File: src/sv/fdhr_pkg.sv
// ----------------------------------------------------------------------------
// fdhr_pkg
// Types, register indexes and constants shared by the fan drive block.
// ----------------------------------------------------------------------------
package fdhr_pkg;

	localparam int TIME_BITS = 32;
	localparam int CFG_DATA_W = 16;
	localparam int CFG_IDX_W = 3;
	localparam int PCT_W = 7;

	localparam logic [PCT_W-1:0] PCT_FULL = 7'd100;

	localparam logic [PCT_W-1:0] RST_CLAMP_MIN = 7'd0;
	localparam logic [PCT_W-1:0] RST_CLAMP_MAX = 7'd100;
	localparam logic RST_FAN_MODE = 1'b0;
	localparam logic [15:0] RST_KICK_MS = 16'd750;
	localparam logic [PCT_W-1:0] RST_RAMP_STEP = 7'd3;
	localparam logic [PCT_W-1:0] RST_HYSTERESIS = 7'd10;

	typedef enum logic [CFG_IDX_W-1:0] {
		REG_CLAMP_MIN = 3'd0,
		REG_CLAMP_MAX = 3'd1,
		REG_FAN_MODE = 3'd2,
		REG_KICK_MS = 3'd3,
		REG_RAMP_STEP = 3'd4,
		REG_HYSTERESIS = 3'd5
	} cfg_reg_t;

	typedef enum logic [2:0] {
		BS_IDLE = 3'd0,
		BS_BOOST = 3'd1,
		BS_RAMP = 3'd2,
		BS_HOLD = 3'd3,
		BS_EMBER = 3'd4
	} burn_t;

	typedef struct packed {
		logic [PCT_W-1:0] demand;
		logic [2:0] burn_state;
		logic no_fault;
		logic ember_latched;
		logic exhaust_fallback;
		logic [31:0] now_ms;
	} in_item_t;

	typedef struct packed {
		logic [PCT_W-1:0] fan_percent;
		logic fan_enabled;
	} out_item_t;

	typedef struct packed {
		logic [PCT_W-1:0] clamp_min;
		logic [PCT_W-1:0] clamp_max;
		logic fan_mode;
		logic [15:0] kick_ms;
		logic [PCT_W-1:0] ramp_step;
		logic [PCT_W-1:0] hysteresis;
	} cfg_t;

	typedef struct packed {
		logic fan_on;
		logic [PCT_W-1:0] last_pct;
		logic kick_armed;
		logic [TIME_BITS-1:0] kick_deadline;
		logic [2:0] prev_state;
	} fan_state_t;

endpackage

File: src/sv/fdhr_cfg_regs.sv
// ----------------------------------------------------------------------------
// fdhr_cfg_regs
// Configuration register file, written through a plain write port.
// ----------------------------------------------------------------------------
module fdhr_cfg_regs (
	input  logic                             clk,
	input  logic                             arst_n,
	input  logic                             cfg_we,
	input  logic [fdhr_pkg::CFG_IDX_W-1:0]   cfg_index,
	input  logic [fdhr_pkg::CFG_DATA_W-1:0]  cfg_data,
	output fdhr_pkg::cfg_t                   cfg
);

	fdhr_pkg::cfg_t cfg_q;

	always_ff @(posedge clk or negedge arst_n) begin
		if (!arst_n) begin
			cfg_q.clamp_min <= fdhr_pkg::RST_CLAMP_MIN;
			cfg_q.clamp_max <= fdhr_pkg::RST_CLAMP_MAX;
			cfg_q.fan_mode <= fdhr_pkg::RST_FAN_MODE;
			cfg_q.kick_ms <= fdhr_pkg::RST_KICK_MS;
			cfg_q.ramp_step <= fdhr_pkg::RST_RAMP_STEP;
			cfg_q.hysteresis <= fdhr_pkg::RST_HYSTERESIS;
		end else if (cfg_we) begin
			unique case (cfg_index)
				fdhr_pkg::REG_CLAMP_MIN: cfg_q.clamp_min <= cfg_data[6:0];
				fdhr_pkg::REG_CLAMP_MAX: cfg_q.clamp_max <= cfg_data[6:0];
				fdhr_pkg::REG_FAN_MODE: cfg_q.fan_mode <= cfg_data[0];
				fdhr_pkg::REG_KICK_MS: cfg_q.kick_ms <= cfg_data[15:0];
				fdhr_pkg::REG_RAMP_STEP: cfg_q.ramp_step <= cfg_data[6:0];
				fdhr_pkg::REG_HYSTERESIS: cfg_q.hysteresis <= cfg_data[6:0];
				default: ;
			endcase
		end
	end

	assign cfg = cfg_q;

endmodule

File: src/sv/fdhr_tick_logic.sv
// ----------------------------------------------------------------------------
// fdhr_tick_logic
// One control tick: burn-state handling, rule chain, start kick and ramp.
// ----------------------------------------------------------------------------
module fdhr_tick_logic (
	input  fdhr_pkg::in_item_t    item,
	input  fdhr_pkg::cfg_t        cfg,
	input  fdhr_pkg::fan_state_t  cur,
	output fdhr_pkg::fan_state_t  nxt,
	output fdhr_pkg::out_item_t   res
);

	logic [2:0] st;
	logic [fdhr_pkg::TIME_BITS-1:0] now_t;
	logic [fdhr_pkg::TIME_BITS-1:0] kick_len;
	logic [fdhr_pkg::TIME_BITS-1:0] dl_eff;
	logic [fdhr_pkg::TIME_BITS-1:0] rem;
	logic kick_active;
	logic [6:0] tgt_lo;
	logic [6:0] tgt;
	logic signed [7:0] diff;
	logic signed [7:0] step_s;
	logic signed [7:0] d;
	logic [6:0] ramped;
	logic [7:0] on_level;
	logic fan_on;
	logic run;
	logic [6:0] pct;

	assign st = item.burn_state;
	assign now_t = item.now_ms[fdhr_pkg::TIME_BITS-1:0];
	assign kick_len = {{(fdhr_pkg::TIME_BITS-16){1'b0}}, cfg.kick_ms};

	// The deadline is armed on the first tick from rest; the kick runs while
	// the distance to it, taken modulo the timer width, is in 1..kick_ms.
	assign dl_eff = cur.kick_armed ? cur.kick_deadline : now_t + kick_len;
	assign rem = dl_eff - now_t;
	assign kick_active = (rem != '0) && (rem <= kick_len);

	// The max clamp is applied last, so it wins when min exceeds max.
	assign tgt_lo = (item.demand < cfg.clamp_min) ? cfg.clamp_min : item.demand;
	assign tgt = (tgt_lo > cfg.clamp_max) ? cfg.clamp_max : tgt_lo;
	assign diff = $signed({1'b0, tgt}) - $signed({1'b0, cur.last_pct});
	assign step_s = $signed({1'b0, cfg.ramp_step});

	always_comb begin
		if (diff > step_s) begin
			d = step_s;
		end else if (diff < -step_s) begin
			d = -step_s;
		end else begin
			d = diff;
		end
	end

	assign ramped = cur.last_pct + d[6:0];
	assign on_level = {1'b0, cfg.clamp_min} + {1'b0, cfg.hysteresis};

	always_comb begin
		nxt = cur;
		fan_on = cur.fan_on;
		pct = '0;
		run = 1'b0;

		if (st != cur.prev_state) begin
			if (cur.prev_state == fdhr_pkg::BS_HOLD && st == fdhr_pkg::BS_RAMP) begin
				fan_on = 1'b1;
			end
			if (st == fdhr_pkg::BS_BOOST || st == fdhr_pkg::BS_IDLE) begin
				fan_on = 1'b0;
			end
			nxt.prev_state = st;
		end

		if (item.exhaust_fallback && (st == fdhr_pkg::BS_BOOST ||
				st == fdhr_pkg::BS_RAMP || st == fdhr_pkg::BS_HOLD)) begin
			fan_on = 1'b1;
			nxt.last_pct = fdhr_pkg::PCT_FULL;
			nxt.kick_armed = 1'b0;
			pct = fdhr_pkg::PCT_FULL;
		end else if (!item.no_fault || item.ember_latched || st == fdhr_pkg::BS_EMBER) begin
			fan_on = 1'b0;
			nxt.last_pct = '0;
			nxt.kick_armed = 1'b0;
		end else if (st == fdhr_pkg::BS_BOOST) begin
			fan_on = 1'b1;
			pct = fdhr_pkg::PCT_FULL;
		end else if (cfg.fan_mode) begin
			fan_on = 1'b1;
			run = 1'b1;
		end else if (item.demand < cfg.clamp_min) begin
			fan_on = 1'b0;
			nxt.last_pct = '0;
			nxt.kick_armed = 1'b0;
		end else begin
			if ({1'b0, item.demand} >= on_level) begin
				fan_on = 1'b1;
			end
			if (!fan_on) begin
				nxt.last_pct = '0;
				nxt.kick_armed = 1'b0;
			end else begin
				run = 1'b1;
			end
		end

		if (run) begin
			if (cur.last_pct == '0 && kick_active) begin
				nxt.kick_armed = 1'b1;
				nxt.kick_deadline = dl_eff;
				pct = fdhr_pkg::PCT_FULL;
			end else begin
				nxt.kick_armed = 1'b0;
				nxt.last_pct = ramped;
				pct = ramped;
			end
		end

		nxt.fan_on = fan_on;
	end

	assign res.fan_percent = pct;
	assign res.fan_enabled = fan_on;

endmodule

File: src/sv/fan_drive_hysteresis_ramp.sv
// A beat is taken into the input register, passes through the tick logic and leaves from the result register.
// Throughput: one beat per cycle while the output is not stalled, set by the combinational tick logic and state update.
// A stalled output holds the pipe; the input register refills as the result is taken.
// Reset clears the pipeline valids, the fan state and loads the register defaults.
// No clearing pass is needed; the block accepts beats right after reset.
// ----------------------------------------------------------------------------
// fan_drive_hysteresis_ramp
// Fan drive with hysteresis, timed start kick and per-tick ramp limiter.
// ----------------------------------------------------------------------------
module fan_drive_hysteresis_ramp (
	input  logic                             clk,
	input  logic                             arst_n,
	input  logic                             in_valid,
	output logic                             in_ready,
	input  fdhr_pkg::in_item_t               in_data,
	output logic                             out_valid,
	input  logic                             out_ready,
	output fdhr_pkg::out_item_t              out_data,
	input  logic                             cfg_we,
	input  logic [fdhr_pkg::CFG_IDX_W-1:0]   cfg_index,
	input  logic [fdhr_pkg::CFG_DATA_W-1:0]  cfg_data
);

	fdhr_pkg::cfg_t cfg;
	fdhr_pkg::in_item_t item_s1;
	logic valid_s1;
	fdhr_pkg::out_item_t res_s2;
	logic valid_s2;
	fdhr_pkg::fan_state_t state_q;
	fdhr_pkg::fan_state_t state_nxt;
	fdhr_pkg::out_item_t res_nxt;
	logic adv;

	fdhr_cfg_regs u_cfg (
		.clk       (clk),
		.arst_n    (arst_n),
		.cfg_we    (cfg_we),
		.cfg_index (cfg_index),
		.cfg_data  (cfg_data),
		.cfg       (cfg)
	);

	fdhr_tick_logic u_tick (
		.item (item_s1),
		.cfg  (cfg),
		.cur  (state_q),
		.nxt  (state_nxt),
		.res  (res_nxt)
	);

	// The tick in stage one retires, and commits its state, when the result
	// register is free or being emptied in the same cycle.
	assign adv = valid_s1 && (!valid_s2 || out_ready);
	assign in_ready = !valid_s1 || adv;

	always_ff @(posedge clk or negedge arst_n) begin
		if (!arst_n) begin
			valid_s1 <= 1'b0;
		end else if (in_ready) begin
			valid_s1 <= in_valid;
		end
	end

	always_ff @(posedge clk) begin
		if (in_ready && in_valid) begin
			item_s1 <= in_data;
		end
	end

	always_ff @(posedge clk or negedge arst_n) begin
		if (!arst_n) begin
			valid_s2 <= 1'b0;
		end else if (adv) begin
			valid_s2 <= 1'b1;
		end else if (out_ready) begin
			valid_s2 <= 1'b0;
		end
	end

	always_ff @(posedge clk) begin
		if (adv) begin
			res_s2 <= res_nxt;
		end
	end

	always_ff @(posedge clk or negedge arst_n) begin
		if (!arst_n) begin
			state_q.fan_on <= 1'b0;
			state_q.last_pct <= '0;
			state_q.kick_armed <= 1'b0;
			state_q.kick_deadline <= '0;
			state_q.prev_state <= fdhr_pkg::BS_IDLE;
		end else if (adv) begin
			state_q <= state_nxt;
		end
	end

	assign out_valid = valid_s2;
	assign out_data = res_s2;

	a_off_means_rest: assert property (@(posedge clk) disable iff (!arst_n)
		!state_q.fan_on |-> state_q.last_pct == '0)
		else $error("fan flag clear while last percent is nonzero");

	a_kick_from_rest: assert property (@(posedge clk) disable iff (!arst_n)
		state_q.kick_armed |-> state_q.last_pct == '0)
		else $error("kick armed while the output is off rest");

	a_retire_fills_out: assert property (@(posedge clk) disable iff (!arst_n)
		adv |=> valid_s2)
		else $error("retired tick did not reach the result register");

	a_free_stage_ready: assert property (@(posedge clk) disable iff (!arst_n)
		!valid_s1 |-> in_ready)
		else $error("empty input stage refused a beat");

endmodule
File: config.mk
export PLATFORM = sky130hd
export DESIGN_NAME = fan_drive_hysteresis_ramp
export DESIGN_NICKNAME = d
export VERILOG_FILES = /design/src/sv/fdhr_pkg.sv /design/src/sv/fdhr_cfg_regs.sv /design/src/sv/fdhr_tick_logic.sv /design/src/sv/fan_drive_hysteresis_ramp.sv
export SDC_FILE = /design/constraint.sdc
export NUM_CORES = 1
export LEC_CHECK = 0
export BUFFER_PORTS_ARGS = -buffer_cell sky130_fd_sc_hd__buf_2
export CORE_MARGIN = 3
export CORE_UTILIZATION = 35
export CTS_CLUSTER_SIZE = 12
export DETAILED_ROUTE_END_ITERATION = 10
export SYNTH_ARGS = -nofsm -noshare
export SYNTH_HDL_FRONTEND = slang
export SYNTH_SLANG_ARGS = --single-unit
File: constraint.sdc
create_clock -name clk -period 8.5 [get_ports clk]
set_input_delay 1.275 -clock clk [delete_from_list [all_inputs] [get_ports clk]]
set_output_delay 1.275 -clock clk [all_outputs]
set_load 0.03 [all_outputs]
---- Yosys cells after proc, flatten, opt, wreduce, memory -nomap -nowiden ----
Index checks and enable logic that the tools add are counted.
cells by class
  add/sub/neg operators ................... 6
  reduce and logical (&&, ||, !) cells .... 30
  mux-type cells .......................... 42
  magnitude comparators ................... 6
  equality and inequality tests ........... 14
operators by type and width
  kind                number
  $mux 7              10
  $mux 32             2
  $mux 8              6
  $mux 40             1
  $add 32x16->32      1
  $le 32x16->1        1
  $reduce_bool 32->1  1
  $sub 32x32->32      1
  $mux 1              23
  $eq 3x2->1 const B  5
  $reduce_and 2->1    7
  $eq 3x3->1 const B  3
  $add 7x7->8         1
  $ge 7x8->1          1
  $gt 8x8->1          1
  $lt 8x8->1          1
  $neg 7->8           1
  $sub 7x7->8         1
  $add 7x7->7         1
  $gt 7x7->1          1
  $logic_not 7->1     1
  $logic_or 1x1->1    7
  $lt 7x7->1          1
  $eq 3x1->1 const B  2
  other kinds (10)    18
storage, ports and cells
  register bits ........................... 144
  output and inout port bits .............. 10
  word-level logic and storage cells ...... 119
  input bits .............................. 69

---- Depth between registers and ports, before layout ----
  depth in word-level cells ............... 19
  mapped depth ............................ 43
  mapped depth without buffers ............ 42

---- Cells and area by module ----
Synthesis repeated with hierarchy kept, for this count alone.
second synthesis, totals
  cells, all modules ...................... 1245
  area, all modules ....................... 12300.5 um^2
modules (own cells, without submodules)
  module                     instances  area an instance (um^2)  cells an instance  sequential area each (um^2)
  fdhr_tick_logic            1          7059.3                   991                0.0
  fan_drive_hysteresis_ramp  1          3484.6                   154                2742.6
  fdhr_cfg_regs              1          1756.7                   100                1143.6

---- Least setup slack after synthesis ----
Ideal clock, no wire load.
  path kind ............................... register -> register
  start point ............................. register u_cfg.cfg_q, in the netlist u_cfg.cfg[39]
  end point ............................... register state_q[42] (netlist name)
  slack ................................... 0.810 ns
  setup time .............................. 0.065 ns
  clock period less this slack ............ 7.690 ns
  data required time ...................... 8.435 ns
  buffers on the path ..................... 2
  data arrival time ....................... 7.625 ns
  cell stages (with the launch flop) ...... 40
  path through ............................ dfrtp_1 -> inv_1 -> ha_1 -> a21o_1 -> a21oi_1 -> o21ai_0 -> a31o_2 -> clkbuf_1 -> o21ai_0 -> ha_1 -> a21oi_1 -> nor2b_1 -> o21ai_0 -> o21ai_0 -> o22ai_1 -> mux2_2 -> ha_1 -> nor2b_1 -> [4 not listed] -> inv_1 -> ha_1 -> nor3_1 -> a21oi_1 -> o21ai_0 -> clkbuf_1 -> o21ai_0 -> nand2_1 -> o21ai_0 -> fa_1 -> a21o_1 -> a21oi_1 -> o21bai_1 -> a21oi_1 -> xnor2_1 -> xnor2_1 -> a311oi_1 -> o21a_1
between the ends
  longest elaborated chain between the ends .. 16
  elaborated cells on any way between the ends .. 32
  classes of those cells .................. 3 x add/sub; 5 x order compare; 24 x mux
RTL lines
  element                                                               RTL line                         source
  start: declaration                                                    fdhr_cfg_regs.sv:14              fdhr_pkg::cfg_t cfg_q;
  parallel branches: the longest is 15 deep, another holds $sub 7x7->8  --
  $mux 40 (*)                                                           fdhr_tick_logic.sv:107           if (run) begin
  end signal: assignment                                                fan_drive_hysteresis_ramp.sv:94  state_q <= state_nxt;
  end: declaration                                                      fan_drive_hysteresis_ramp.sv:29  fdhr_pkg::fan_state_t state_q;
Mark *: on every way between the ends. The select of a mux whose other input is x is not followed.
A chain may end at the register's enable or synchronous reset.

---- Worst setup path in the final report ----
Same ends and word-level chain as after synthesis.

==> reports/qor.csv <==
metric,value,unit
status,"finished, final reports clean",
Setup Viol. Count Final,0,
CP Launch Type,flip-flop,
Mapped Cells,1201,
"Remaining Overflow, GRT",0,
post-route setup TNS,0,ns
Placer Congestion,0.925,
Peak Freq,0.127,GHz
MaxCap Viol Count,0,
fin cells,1690,
PwrDens,339,nW/um^2
Mean Syn Cell Area,9.36,um^2
pre-CTS WS,0.477,ns
FF-to-FF Start,u_cfg.cfg[39],
post-layout util,40.7,%
Placed Cells,1657,
"Clk pin slew, worst setup/hold paths",0.07,ns
WHS,0.494,ns
clk buf depth,2,
LEAKAGE,5.58,nW
Least-Margin Pin Slew,1.01,ns
initial antenna violation count,0,
DR WL/cell,16.6,um
CP max stage delay,0.62,ns
Post-synth EDFFs,53,
Worst setup EP type,flip-flop,
Fin Clk Skew,0.0164,ns
final hold vios,0,
Slew Limit Fails,0,
number of global-route vias before repair,8828,
first-pass GRT wire length,45.7,mm
syn_nets,1393,
WS Path Type,flip-flop to flip-flop,
Placement Rows,64,
# diodes,0,
CTS Hold Bufs,0,
YS warnings,0,
# DRC,0,
Total Routed Length,28.0,mm
vias per cell,5.36,
"top cells by area, synth","dfrtp_1, edfxtp_1, ha_1",
Die X,185,um
fin area,12700,um^2
Tmin final,7.85,ns
die area,34300,um^2
Max-slew headroom,30.9,%
Slowest cell on crit path,or4b_2,
DR pass1 iterations,6,
Core ar.,31100,um^2
commonest cells in the netlist,"ha_1, nand2_1, o21ai_0, inv_1, a21oi_1",
die height,185,um
Min-Delay Path Class,flip-flop to flip-flop,
RSZ-0062 raised after global routing,false,
Yosys cell types,78,
top_reg_cell synth,dfrtp_1,
IO Pins,79,
fin crit share,92.3,%
root buffer cell,clkbuf_16,
ys async rst share,63.2,%
largest net degree at the start of global routing,60,
Layout area overhead,13.0,%
Peak VDD IR,195,uV
#FFs+latches synth,144,
Setup crit start,u_cfg.cfg[39],
Netlist Area Pre-Place,11200,um^2
Pwr Total,4.30,mW
starting density of the core,36.1,%
DR iter-0 viols,562,
clk sinks,144,
"Clk Latency, worst-skew pair",0.44,ns
share of cells above drive strength 1,17.9,%
Post-DRT Antenna Nets,0,
HPWL after DPL,21.9,mm
Synth area leader,dfrtp_1,
vias post-DR,9050,
TritonCTS clock tree,built,
PortBufs,78,
CTS HTree Levels,4,
TritonCTS buffer count,17,
"Seq/Total Area, Yosys",34.6,%
post-route setup slack,0.654,ns
Crit Path Max Fanout,14,
Critical Path RT,8.87,ns
Placement Cell Area,12100,um^2
area share of the largest cell type after synthesis,17.1,%
Tot GR Track Use,16.8,%
most numerous cell in the Yosys netlist,ha_1,
fin nets,1473,
worst hold start,valid_s1,
crit path DAT,8.21,ns
## routing by layer
| metal | share of wire (%) | wire length, um | track usage (%) |
|---|---|---|---|
| met1 | 49 | 13700 | 23.2 |
| met2 | 46 | 12900 | 27.4 |
| met3 | 3.4 | 950 | 2.73 |
| met4 | 1.3 | 374 | 4.20 |
| met5 | 0 | 0 | 0 |
## final timing paths
path                                      end  slack [ns]  cells past startpoint
worst max-delay path              state_q[42]        0.65                     38
worst min-delay path                out_valid        0.49                      1
worst max register to register    state_q[42]        0.65                     38
worst min register to register      out_valid        0.49                      1
max in group asynchronous         state_q[43]        6.51                      2
min in group asynchronous       u_cfg.cfg[28]        0.80                      1
## logic make-up after synthesis
| group | share of synthesized area, % |
|---|---|
| AOI/OAI and AO/OA | 18.2 |
| buffers and inverters | 4.73 |
| muxes | 8.42 |
| and+or+nand+nor | 15.2 |
| adders and majority gates | 14.0 |
| DFF | 34.6 |
| xor gates and xnor gates | 4.83 |
## final cells by class
class                   count  area [um^2]
clock inverters            14          154
well taps                 396          495
clock buffers              18          429
flip-flops and latches    144         3890
fillers                  3034        18500
inverters                 103          387
multi-input cells         923         6830
repair buffers             92          510
## cells in the final DEF (no fill, tap or decap), types with 17 or more instances in the layout
| cell type | Yosys | final |
|---|---|---|
| nor2b_1 | 17 | 17 |
| clkbuf_16 | 0 | 17 |
| a21o_1 | 28 | 28 |
| a21oi_1 | 79 | 78 |
| nor2_1 | 47 | 47 |
| nand2b_1 | 28 | 28 |
| nand4_1 | 20 | 20 |
| buf_2 | 11 | 77 |
| o21ai_0 | 103 | 100 |
| xnor2_1 | 45 | 45 |
| ha_1 | 118 | 118 |
| inv_1 | 102 | 102 |
| nor3_1 | 26 | 26 |
| edfxtp_1 | 53 | 53 |
| nand2_1 | 113 | 113 |
| mux2_2 | 64 | 64 |
| xor2_1 | 17 | 17 |
| dfrtp_1 | 77 | 77 |
## flip-flops by register name, summed over array words and instances (netlist names)
register and cells:
item_s1 45, out_data 8, out_valid 1, state_q 44, u_cfg.cfg 45, valid_s1 1
## repair_timing
action                                  in CTS  in global routing
hold endpoints to repair                     0                  0
resized for setup                            0                  5
endpoints found under the setup margin       0                  4
buffers inserted                             0                  1
## worst max-delay path, delay by kind of cell (launching register included)
kind	cells	cell delay (ns)
AO/OA/AOI/OAI	21	3.46
XOR/XNOR	2	0.26
adder cells (fa/ha/maj)	6	1.80
buffers and inverters	2	0.18
flip-flops	1	0.39
multiplexers	1	0.38
AND/OR/NAND/NOR	6	1.31
## power breakdown
group          switching, mW  internal, mW
sequential            0.0686         0.822
clock                  0.328         0.437
combinational           1.56          1.09
total                   1.95          2.35
Note: power is estimated with default switching activity, not from simulation.
